--- src/rtl/rau_pkg.sv ---
package rau_pkg;

  localparam int WORD_BITS = 32;
  localparam int DW = 2 * WORD_BITS;
  localparam int KW = $clog2(DW);
  localparam int QDEPTH = 2;
  localparam int QAW = $clog2(QDEPTH);

  typedef enum logic [2:0] {
    ACT_NORM = 3'd0,
    ACT_ADD  = 3'd1,
    ACT_SUB  = 3'd2,
    ACT_MUL  = 3'd3,
    ACT_DIV  = 3'd4
  } act_t;

  typedef enum logic [1:0] {
    ST_OK   = 2'd0,
    ST_DIV0 = 2'd1,
    ST_OVF  = 2'd2
  } status_t;

  typedef enum logic [3:0] {
    BK_IDLE,
    BK_MUL1,
    BK_MUL2,
    BK_MUL3,
    BK_MUL4,
    BK_COMB,
    BK_GCD,
    BK_DIV,
    BK_FIN,
    BK_OUT
  } bk_state_t;

  typedef struct packed {
    act_t                 act;
    logic                 div0;
    logic                 cmp_ok;
    logic                 an_neg;
    logic                 ad_neg;
    logic                 bn_neg;
    logic                 bd_neg;
    logic [WORD_BITS-1:0] an_mag;
    logic [WORD_BITS-1:0] ad_mag;
    logic [WORD_BITS-1:0] bn_mag;
    logic [WORD_BITS-1:0] bd_mag;
  } item_t;

  typedef struct packed {
    logic full;
    logic empty;
  } q_stat_t;

endpackage

--- src/rtl/rau_front.sv ---
module rau_front
  import rau_pkg::*;
(
  input  logic [2:0]  action,
  input  logic [31:0] a_num,
  input  logic [31:0] a_den,
  input  logic [31:0] b_num,
  input  logic [31:0] b_den,
  output item_t       item
);

  logic [WORD_BITS-1:0] an, ad, bn, bd;
  act_t act;

  assign an = a_num[WORD_BITS-1:0];
  assign ad = a_den[WORD_BITS-1:0];
  assign bn = b_num[WORD_BITS-1:0];
  assign bd = b_den[WORD_BITS-1:0];

  always_comb begin
    case (act_t'(action))
      ACT_ADD, ACT_SUB, ACT_MUL, ACT_DIV: act = act_t'(action);
      default: act = ACT_NORM;
    endcase
  end

  always_comb begin
    item.act    = act;
    item.div0   = (ad == '0) || (act != ACT_NORM && bd == '0) ||
                  (act == ACT_DIV && bn == '0);
    item.cmp_ok = (ad != '0) && (bd != '0);
    item.an_neg = an[WORD_BITS-1];
    item.ad_neg = ad[WORD_BITS-1];
    item.bn_neg = bn[WORD_BITS-1];
    item.bd_neg = bd[WORD_BITS-1];
    item.an_mag = an[WORD_BITS-1] ? WORD_BITS'(-an) : an;
    item.ad_mag = ad[WORD_BITS-1] ? WORD_BITS'(-ad) : ad;
    item.bn_mag = bn[WORD_BITS-1] ? WORD_BITS'(-bn) : bn;
    item.bd_mag = bd[WORD_BITS-1] ? WORD_BITS'(-bd) : bd;
  end

endmodule

--- config.mk ---
export PLATFORM = sky130hd
export DESIGN_NAME = rau_front
export DESIGN_NICKNAME = d
export VERILOG_FILES = /design/src/rtl/rau_pkg.sv /design/src/rtl/rau_front.sv
export SDC_FILE = /design/constraint.sdc
export NUM_CORES = 1
export LEC_CHECK = 0
export ABC_CLOCK_PERIOD_IN_PS = 3600
export BUFFER_PORTS_ARGS = -buffer_cell sky130_fd_sc_hd__clkbuf_2
export CAP_MARGIN = 20
export CORE_AREA = 2 2 104 106
export DETAILED_ROUTE_END_ITERATION = 16
export DIE_AREA = 0 0 106 108
export GPL_TIMING_DRIVEN = 0
export SLEW_MARGIN = 20
export SYNTH_ARGS = -nofsm -noshare
export SYNTH_HDL_FRONTEND = slang
export SYNTH_SLANG_ARGS = --single-unit
--- constraint.sdc ---
create_clock -name vclk -period 3.6
set_input_delay 0.72 -clock vclk [all_inputs]
set_output_delay 0.72 -clock vclk [all_outputs]
set_load 0.05 [all_outputs]
* Yosys cells after proc, flatten, opt, wreduce, memory -nomap -nowiden
Cells that the tools add are included.
** Word-level totals
- Memories kept :: 0
- Register bits :: 0
- Bits in latches :: 0
- Memory bits (writable) :: 0
- Input bits :: 131
- Output and inout bits :: 137
- Word-level logic and storage cells :: 26
- Bits in read-only memories :: 0
** Operators by class
- Bitwise gates (word level) :: 0
- Add/sub/neg operators :: 4
- Reductions and logical operators :: 12
- Equality and inequality tests :: 5
- $lt $le $gt $ge :: 0
- Div/mod/pow operators :: 0
- Shifts and indexed selects :: 0
- Multipliers :: 0
- Mux-type cells :: 5
** Operators by type and width (number)
- $mux 32 :: 4
- $neg 32->32 :: 4
- $logic_not 32->1 :: 3
- $reduce_bool 32->1 :: 2
- $eq 3x2->1 const B :: 2
- $eq 3x3->1 const B :: 2
- $reduce_or 4->1 :: 1
- $eq 3x1->1 const B :: 1
- $logic_and 1x1->1 :: 3
- $mux 3 :: 1
- $reduce_bool 3->1 :: 1
- $logic_or 1x1->1 :: 2

* Depth between registers and ports, before layout
- Depth in word-level cells :: 7
- Mapped depth :: 8
- Gate-level depth less buffers :: 7

* Least setup slack after synthesis
No wires, ideal clock.
- Kind :: input -> output
- Start :: input b_num[18]
- End :: output item[63] in the netlist's numbering
- Required time :: 2.880 ns
- Data arrival time :: 3.561 ns
- Path slack :: -0.681 ns
- Stages :: 4
- Path buffers :: 0
- Cell sequence :: or3_4 -> or4_4 -> or4_4 -> nor4_1
** RTL lines
- start: declaration :: line rau_front.sv:7 : input logic [31:0] b_num,
- end: declaration :: line rau_front.sv:9 : output item_t item

==> metrics.cfg <==
[outcome]
status=completed

[timing]
setup_viol_count_final=0
max_slew_margin_pct=53.5
min_period_ps=3570
finalMaxSlewViolations=0
fin_crit_sh_pct=99.1
tightest_slew_ps=697
setup_slack_ps=32.5
finalHoldViolCount=0
timing.fmax_mhz=280
rsz0062_at_grt=yes

[route]
detail-route-antenna-nets=0
routedWlPerCell_um=15.7
drc_errors=0
via_per_inst=5.10
via_count=4006
drt-initial-drc-count=140
postRouteWirelength_um=12300
dr.pass1.iters=5

[critical_path]
critical_path_class=in2out
worstPathArrival_ps=2850
cp-start-kind=input pin
cp-end-kind=output port
required_ps=2880
worstPathMaxFanout=4

[floorplan]
core_area_um2=10200
num_rows=37
ios=268
fp.dieH_um=108
die_w_um=106
initial_core_util_pct=26.1
dieArea_um2=11400

[placement]
place_hpwl_um=10600
gp_congestion=0.906
dpl_cell_area_um2=4210
portBuffers=267
pre_cts_ws_ps=-373

[global_route]
antenna_found_initial=0
grt_pass1_vias=3894
globalRouteOverflowTotal=0
grt_pass1_wl_um=18800
grt_use_total_pct=19.8
grt_max_degree=11

[logic_synthesis]
yosys_warnings=0
yosysTopAreaCell=xnor2_1
synth_top_area_share_pct=36.8
synth_area_um2=2670
synth_cell_types=38
synth_cells=381
syn_nets=516
syn_area_per_cell_um2=7.00
synthTopCellsByArea=xnor2_1 (37%), o31ai_1 (8.2%), o21ai_0 (8.1%)
ys_seq_area_share_pct=0

[power_and_ir_drop]
cellPowerDensity_nw_per_um2=242
ir_drop_v=0.000146
comb_power_share_pct=100.0
internal-power_w=0.000292
switching_share_pct=73.3
switchingPower_w=0.000799
p_leak_nw=1.95
p_seq_share_pct=0
clkPwrFrac_pct=0

[layout]
final_common_cell=clkbuf_2
final_cell_mix=clkbuf_2 (248), xnor2_1 (112), o21ai_0 (39)
seqCellArea_um2=0
drive_gt1_share_pct=51.0
nNetsFinal=786
syn2layout_area_growth_pct=68.7
diodes=0
nFlopsAndLatches=0
final.clkbuf_count=0
final_area_um2=4500
fillCellCount=1063

[job]
drv_cap=0

[min_path]
min-delay-path-class=in2out

==> per-layer routing <==
| metal | share of wire, % | GRT usage (%) |
|---|---|---|
| met1 | 39 | 23.3 |
| met2 | 51 | 37.7 |
| met3 | 7.4 | 2.89 |
| met4 | 2.5 | 4.42 |
| met5 | 0 | 0 |
==> final cells by class <==
| type | count | area (um2) | area share (%) |
|---|---|---|---|
| Tap cell | 136 | 170 | 3.78 |
| Buffer | 20 | 120 | 2.67 |
| Timing Repair Buffer | 269 | 1430 | 31.8 |
| Inverter | 13 | 48.8 | 1.08 |
| Multi-Input combinational cell | 347 | 2730 | 60.7 |
==> kinds of logic (layout without fill, tap and decap cells) <==
group,after synthesis,in the layout,share of synthesized area (%)
XOR/XNOR,116,116,38.1
buffers and inverters,34,302,6.47
AO/OA/AOI/OAI,97,97,24.8
AND/OR/NAND/NOR,130,130,28.8
adder cells (fa/ha/maj),4,4,1.88
==> power by group through the flow <==
stage / Sequential, W / Combinational, W / Clock, W
after floorplan: 0 / 0.000751 / 0
after global placement: 0 / 0.00105 / 0
after detailed placement: 0 / 0.00106 / 0
after CTS: 0 / 0.00108 / 0
after global routing: 0 / 0.00114 / 0
final: 0 / 0.00109 / 0
==> worst paths after layout <==
path	from	to	slack, ps	cells after the start
min	b_num[31]	item[129]	1770	2
max	b_num[18]	item[59]	30	7
==> worst max-delay path: stages <==
cell and delay [ps]:
clkbuf_2 110, or3_4 410, or4_4 440, or4_4 550, o41ai_4 250, xnor2_1 170
clkbuf_8 210
==> what timing repair did <==
| item | 4_1_cts | 5_1_grt |
|---|---|---|
| endpoints found under the setup margin | 34 | 32 |
| gates resized for setup | 37 | 34 |
| hold buffers | 0 | 0 |
| pin swaps | 6 | 7 |
| setup buffers | 1 | 1 |
| cloned | 0 | 0 |
==> cells in the mapped netlist, types with 2 or more instances <==
cell        n
clkbuf_1   11
or2_2       9
or3b_2      2
buf_6       2
nand3_1     5
or4_4       3
nor4_1     10
a21oi_1     2
xor2_1      4
xnor2_1   112
buf_4       8
nor3_1      4
o41ai_1    18
ha_1        4
nor2_1     15
nand4_1     4
or3_1      12
inv_1      13
or4_1      16
o31ai_1    29
nand2b_1    6
o21ai_0    43
nand2_1    30
nor2b_1     3
nor4_2      3
==> through the flow <==
step | utilization [%] | instances | setup TNS, ps | total power, W | hold slack (ps)
after floorplan | - | 381 | -89.3 | 0.000751 | 1510
after global placement | 41.1 | 784 | -4130 | 0.00105 | 1770
after detailed placement | 41.1 | 784 | -5370 | 0.00106 | 1770
after CTS | 42.7 | 784 | -26.1 | 0.00108 | 1770
after global routing | 44.0 | 785 | -56.9 | 0.00114 | 1770
final | 44.0 | 785 | 0 | 0.00109 | 1770
Power figures use the tool's default switching activity.
