## src/rtl/rau_pkg.sv

```systemverilog
package rau_pkg;

  localparam int WORD_BITS = 32;
  localparam int DW = 2 * WORD_BITS;
  localparam int KW = $clog2(DW);
  localparam int QDEPTH = 2;
  localparam int QAW = $clog2(QDEPTH);

  typedef enum logic [2:0] {
    ACT_NORM = 3'd0,
    ACT_ADD  = 3'd1,
    ACT_SUB  = 3'd2,
    ACT_MUL  = 3'd3,
    ACT_DIV  = 3'd4
  } act_t;

  typedef enum logic [1:0] {
    ST_OK   = 2'd0,
    ST_DIV0 = 2'd1,
    ST_OVF  = 2'd2
  } status_t;

  typedef enum logic [3:0] {
    BK_IDLE,
    BK_MUL1,
    BK_MUL2,
    BK_MUL3,
    BK_MUL4,
    BK_COMB,
    BK_GCD,
    BK_DIV,
    BK_FIN,
    BK_OUT
  } bk_state_t;

  typedef struct packed {
    act_t                 act;
    logic                 div0;
    logic                 cmp_ok;
    logic                 an_neg;
    logic                 ad_neg;
    logic                 bn_neg;
    logic                 bd_neg;
    logic [WORD_BITS-1:0] an_mag;
    logic [WORD_BITS-1:0] ad_mag;
    logic [WORD_BITS-1:0] bn_mag;
    logic [WORD_BITS-1:0] bd_mag;
  } item_t;

  typedef struct packed {
    logic full;
    logic empty;
  } q_stat_t;

endpackage

```

## src/rtl/rau_queue.sv

```systemverilog
module rau_queue
  import rau_pkg::*;
(
  input  logic    clk,
  input  logic    rst,
  input  logic    push,
  input  item_t   din,
  input  logic    pop,
  output item_t   dout,
  output q_stat_t stat
);

  item_t mem [QDEPTH];
  logic [QAW-1:0] wp, rp;
  logic [QAW:0] cnt;

  always_ff @(posedge clk) begin
    if (push) begin
      mem[wp] <= din;
    end
  end

  always_ff @(posedge clk) begin
    if (rst) begin
      wp  <= '0;
      rp  <= '0;
      cnt <= '0;
    end else begin
      if (push) wp <= wp + 1'b1;
      if (pop) rp <= rp + 1'b1;
      if (push && !pop) cnt <= cnt + 1'b1;
      else if (pop && !push) cnt <= cnt - 1'b1;
    end
  end

  assign dout = mem[rp];
  assign stat.full = (cnt == (QAW+1)'(QDEPTH));
  assign stat.empty = (cnt == '0);

endmodule

```

## config.mk

```make
export PLATFORM = sky130hd
export DESIGN_NAME = rau_queue
export DESIGN_NICKNAME = d
export VERILOG_FILES = /design/src/rtl/rau_pkg.sv /design/src/rtl/rau_queue.sv
export SDC_FILE = /design/constraint.sdc
export NUM_CORES = 1
export LEC_CHECK = 0
export BUFFER_PORTS_ARGS = -buffer_cell sky130_fd_sc_hd__buf_2
export CORE_ASPECT_RATIO = 1.2
export CORE_MARGIN = 2
export CORE_UTILIZATION = 47
export DETAILED_ROUTE_END_ITERATION = 10
export PLACE_DENSITY = 0.76
export SLEW_MARGIN = 20
export SYNTH_ARGS = -nofsm -noshare
export SYNTH_HDL_FRONTEND = slang
export SYNTH_SLANG_ARGS = --single-unit
```

## constraint.sdc

```tcl
create_clock -name clk -period 6.89 [get_ports clk]
set_input_delay 0.3445 -clock clk [delete_from_list [all_inputs] [get_ports clk]]
set_output_delay 0.3445 -clock clk [all_outputs]
set_load 0.02 [all_outputs]
```

-- After elaboration in Yosys (flattened, before gate mapping)
Memories as Yosys holds them, arrays and structs flattened. A register that Yosys moved wholly into a read port is not among the register bits.
Cells that the tools add are included.
- memory bits (writable): 274
- logic and storage cells: 21
- output and inout bits: 139
- memories: 1
- input bits: 141
- flip-flop bits (word level): 4
- memory list (name ; words ; bits a word ; rd ports ; clocked after memory_dff ; write ports ; line ; text):
    mem ; 2 ; 137 ; 1 ; 1 ; 1 ; rau_queue.sv:13 ; item_t mem [QDEPTH];
- reductions and logical operators: 6
- eq/ne operators: 1
- add/subtract/negate cells: 4
- multiplexer cells: 6
- operators by type and width (kind ; number):
    1-bit two-way mux ; 4
    2-bit two-way mux ; 2
    1-bit adder, second input constant ; 2
    2-bit by 1-bit adder with 2-bit output, second input constant ; 1
    2-bit equality test, second input constant ; 1
    1-bit logical AND ; 2
    1-bit zero test ; 2
    2-bit zero test ; 1
    2-bit nonzero test ; 1
    2-bit by 1-bit subtractor with 2-bit output, second input constant ; 1

-- Depth between registers and ports, before layout
- depth in word-level cells: 4
- depth in mapped cells: 5
- mapped depth without buffers: 5

-- Worst setup path before layout
Ideal clock, no wire load.
- kind: register to register
- from: register wp
- to: memory mem[0][0] (netlist bit), enable pin
- library setup time: 651 ps
- path slack: -142 ps
- clock period less this slack: 7032 ps
- arrival: 6380 ps
- data required time: 6239 ps
- stages on the path, launching flop included: 2
- path buffers: 0
- cells stage by stage: dfxtp_1 nor2b_1
- RTL lines (what ; line ; text):
    start, declared ; rau_queue.sv:14 ; logic [QAW-1:0] wp, rp;
    start signal, assigned ; rau_queue.sv:29 ; if (push) wp <= wp + 1'b1;
    end, declared ; rau_queue.sv:13 ;
Straight into the memory's write port.

==> out/results.txt <==
Max-slew headroom = 29.33%
First DRT Iteration DRCs = 301
Outcome = finished, final reports clean
Final Cycle Share = 47.94%
Yosys cell types = 16
Residual DRC = 0
Worst-path clk slew = 0.06 ns
Pwr Total = 0.003953 W
Simple-Gate Fraction of Synth Area = 0.4564%
Layout Nets = 1011
Tot GR Track Use = 17.87%
Yosys reg bits = 279
Initial antenna violation count = 0
Cell Rows = 58
Pre-CTS WS = 4.062 ns
RSZ-0062 raised after global routing = false
Die height = 164.9 um
H-tree levels = 1
Vias = 5682
Ys async rst share = 0%
Worst Skew = 0.007555 ns
Mapped cell area = 0.01014 sq mm
Setup crit start kind = flip-flop
# diodes = 0
Number of global-route vias before repair = 6288
Final Hold Fails = 0
Final Setup Violations = 0
Critical path arrival = 2.96 ns
Clock Path Buffers = 3
CORE AREA = 0.02105 sq mm
Clk_lat worst skew = 0.53 ns
Die ar. = 0.02278 sq mm
Fmax = 302.8 MHz
Area occupied by multi-input gates = 0.001657 sq mm
Post-Synth Adder-Cell Area = 0.1234%
Post-CTS Resized = 0
Worst min-delay path startpoint = din[75]
Tmin final = 3.303 ns
Syn_nets = 590
Crit-path max FO = 77
WL per Instance = 18.39 um
R2r worst-path depth = 2
Clk sinks = 279
CP endpoint kind = output port
Ys flop type = edfxtp_1
RR Endpoint = mem[0][84]
Total Wirelength = 21220 um
Inserted Clock Buffers = 27
Grt ovf = 0
EDFF count, synth = 274
Largest family of logic cells by synthesized area = multiplexers
Die W = 138.1 um
Mux cell area share after synthesis = 15.21%
First-pass GRT wire length = 32180 um
RePlAce Congestion = 0.7428
Register area = 0.008332 sq mm
Largest net degree at the start of global routing = 78
Hold depth = 1
Setup WS post-layout = 3.587 ns
Pleak = 5.237 nW
Post-Synth XOR/XNOR Area = 0.3454%
Vias/cell = 4.924
Seq/Total Area, Yosys = 82.10%
CTS Root Cell = clkbuf_16
Crit Reg-Reg Startpoint = wp
Drt pass-1 iters = 4
Synth Area in Compound Gates = 0.09868%
Setup TNS = 0 ns
Hold WC Path Type = in2reg
Hold slack final = 0.02092 ns
Critical Path RT = 6.55 ns
DRT antenna net count = 0
P&R area growth vs syn = 36.57%
Critical setup path kind = reg2out
CTS tree = built
Max_cap viols = 0
Hpwl dp = 12760 um
I/O Pins = 280
R2R setup slack = 4.63 ns
Slew @ Worst Pin = 1.060 ns
Port-buffer cells = 279
Min-Delay Endpoint = mem[1][75]
Syn avg cell area = 22.64 sq um
Power Density = 285.3 mW/mm^2
Mapped Cells = 448
Initial Utilization = 48.20%
Ratio of cells with drive above 1 in the final layout = 51.92%
Synth warn = 0
Final Max Slew Viols = 0
Fill cell count = 1410
Maximum vdd drop = 0.0002376 V
[kinds of logic (layout without fill, tap and decap cells)]
group           count (synthesis)  in the layout
compound gates                  2              2
flops                         279            279
mux                           137            137
fa+ha+maj                       1              1
simple gates                    9              9
xor+xnor                        4              4
buf+inv                        16            452
[flip-flops by register name, indices dropped and copies added (netlist names), named ones only]
register  flops
mem         274
cnt           2
wp            1
rp            1
[worst max-delay path by stage]
stage           endpoint  slack, ns       from  depth (start not counted)
2_1_floorplan  mem[0][0]       2.54       push                          1
3_3_place_gp    dout[99]       4.11  flip-flop                          3
3_5_place_dp    dout[99]       4.06  flip-flop                          3
4_1_cts         dout[99]       3.49  flip-flop                          3
5_1_grt        dout[124]       3.39  flip-flop                          3
6_report       dout[124]       3.59  flip-flop                          3
[worst max-delay path, cell delays in order (launching register included)]
cell     delay, ns
dfxtp_4       0.98
buf_4         0.75
mux2_2        0.43
buf_2         0.16
[through the flow]
step,instance area [sq um],util [%],instances
detailed placement,11780,55.99,987
CTS,13850,65.83,1154
global route,13850,65.83,1154
finish,13850,65.83,1154
global placement,11760,55.86,986
floorplan,10150,-,448
[area by class of cell]
class	instances	share of cell area, %
multi-input cells	153	11.96
repair buffers	407	19.38
well taps	270	2.439
clock buffers	31	4.986
flip-flops and latches	279	60.14
inverters	1	0.02710
clock inverters	13	1.066
[synthesized netlist by cell type (2+ instances only)]
cell type,number,share of area [%]
xnor2_1,2,0.17
nor2_1,5,0.19
dfxtp_1,5,0.99
buf_6,14,1.6
mux2_2,137,15
xor2_1,2,0.17
edfxtp_1,274,81
[routing by layer]
| layer | vias to the layer above | share of wire (%) | global-route usage, % |
|---|---|---|---|
| li1 | 2619 | - | - |
| met5 | - | 0 | 0 |
| met3 | 54 | 7.8 | 5.567 |
| met4 | 0 | 3.3 | 6.865 |
| met2 | 235 | 54 | 33.39 |
| met1 | 2774 | 35 | 18.92 |
[where the power goes]
| part | internal (W) | switching, W | leakage [nW] | total [W] |
|---|---|---|---|---|
| combinational | 0.000231 | 0.000283 | 2.21 | 0.000513 |
| clock | 0.000825 | 0.000590 | 0.408 | 0.00141 |
| sequential | 0.00198 | 0.0000424 | 2.61 | 0.00202 |
[placed cells by master, fill, tap and decap left out]
cell type | Yosys | layout
xnor2_1 | 2 | 2
and2_4 | 0 | 1
dfxtp_1 | 5 | 4
dfxtp_4 | 0 | 1
dlygate4sd3_1 | 0 | 123
and2b_2 | 1 | 1
or3_1 | 1 | 1
o21ai_0 | 1 | 1
buf_4 | 1 | 4
buf_16 | 0 | 1
mux2_2 | 137 | 137
ha_1 | 1 | 1
clkinv_2 | 0 | 2
clkbuf_1 | 0 | 4
xor2_1 | 2 | 2
bufinv_16 | 0 | 3
buf_2 | 0 | 279
nor2b_4 | 0 | 1
a21oi_1 | 1 | 1
edfxtp_1 | 274 | 274
clkbuf_16 | 0 | 27
clkinv_1 | 0 | 6
inv_1 | 1 | 1
inv_6 | 0 | 1
clkinv_8 | 0 | 1
nor2_1 | 5 | 5
[repair_timing]
action | 4_1_cts | 5_1_grt
hold buffers | 123 | 0
endpoints found under the setup margin | 0 | 0
buffers inserted | 0 | 0
hold endpoints to repair | 239 | 0
(Power assumes the default switching activity.)
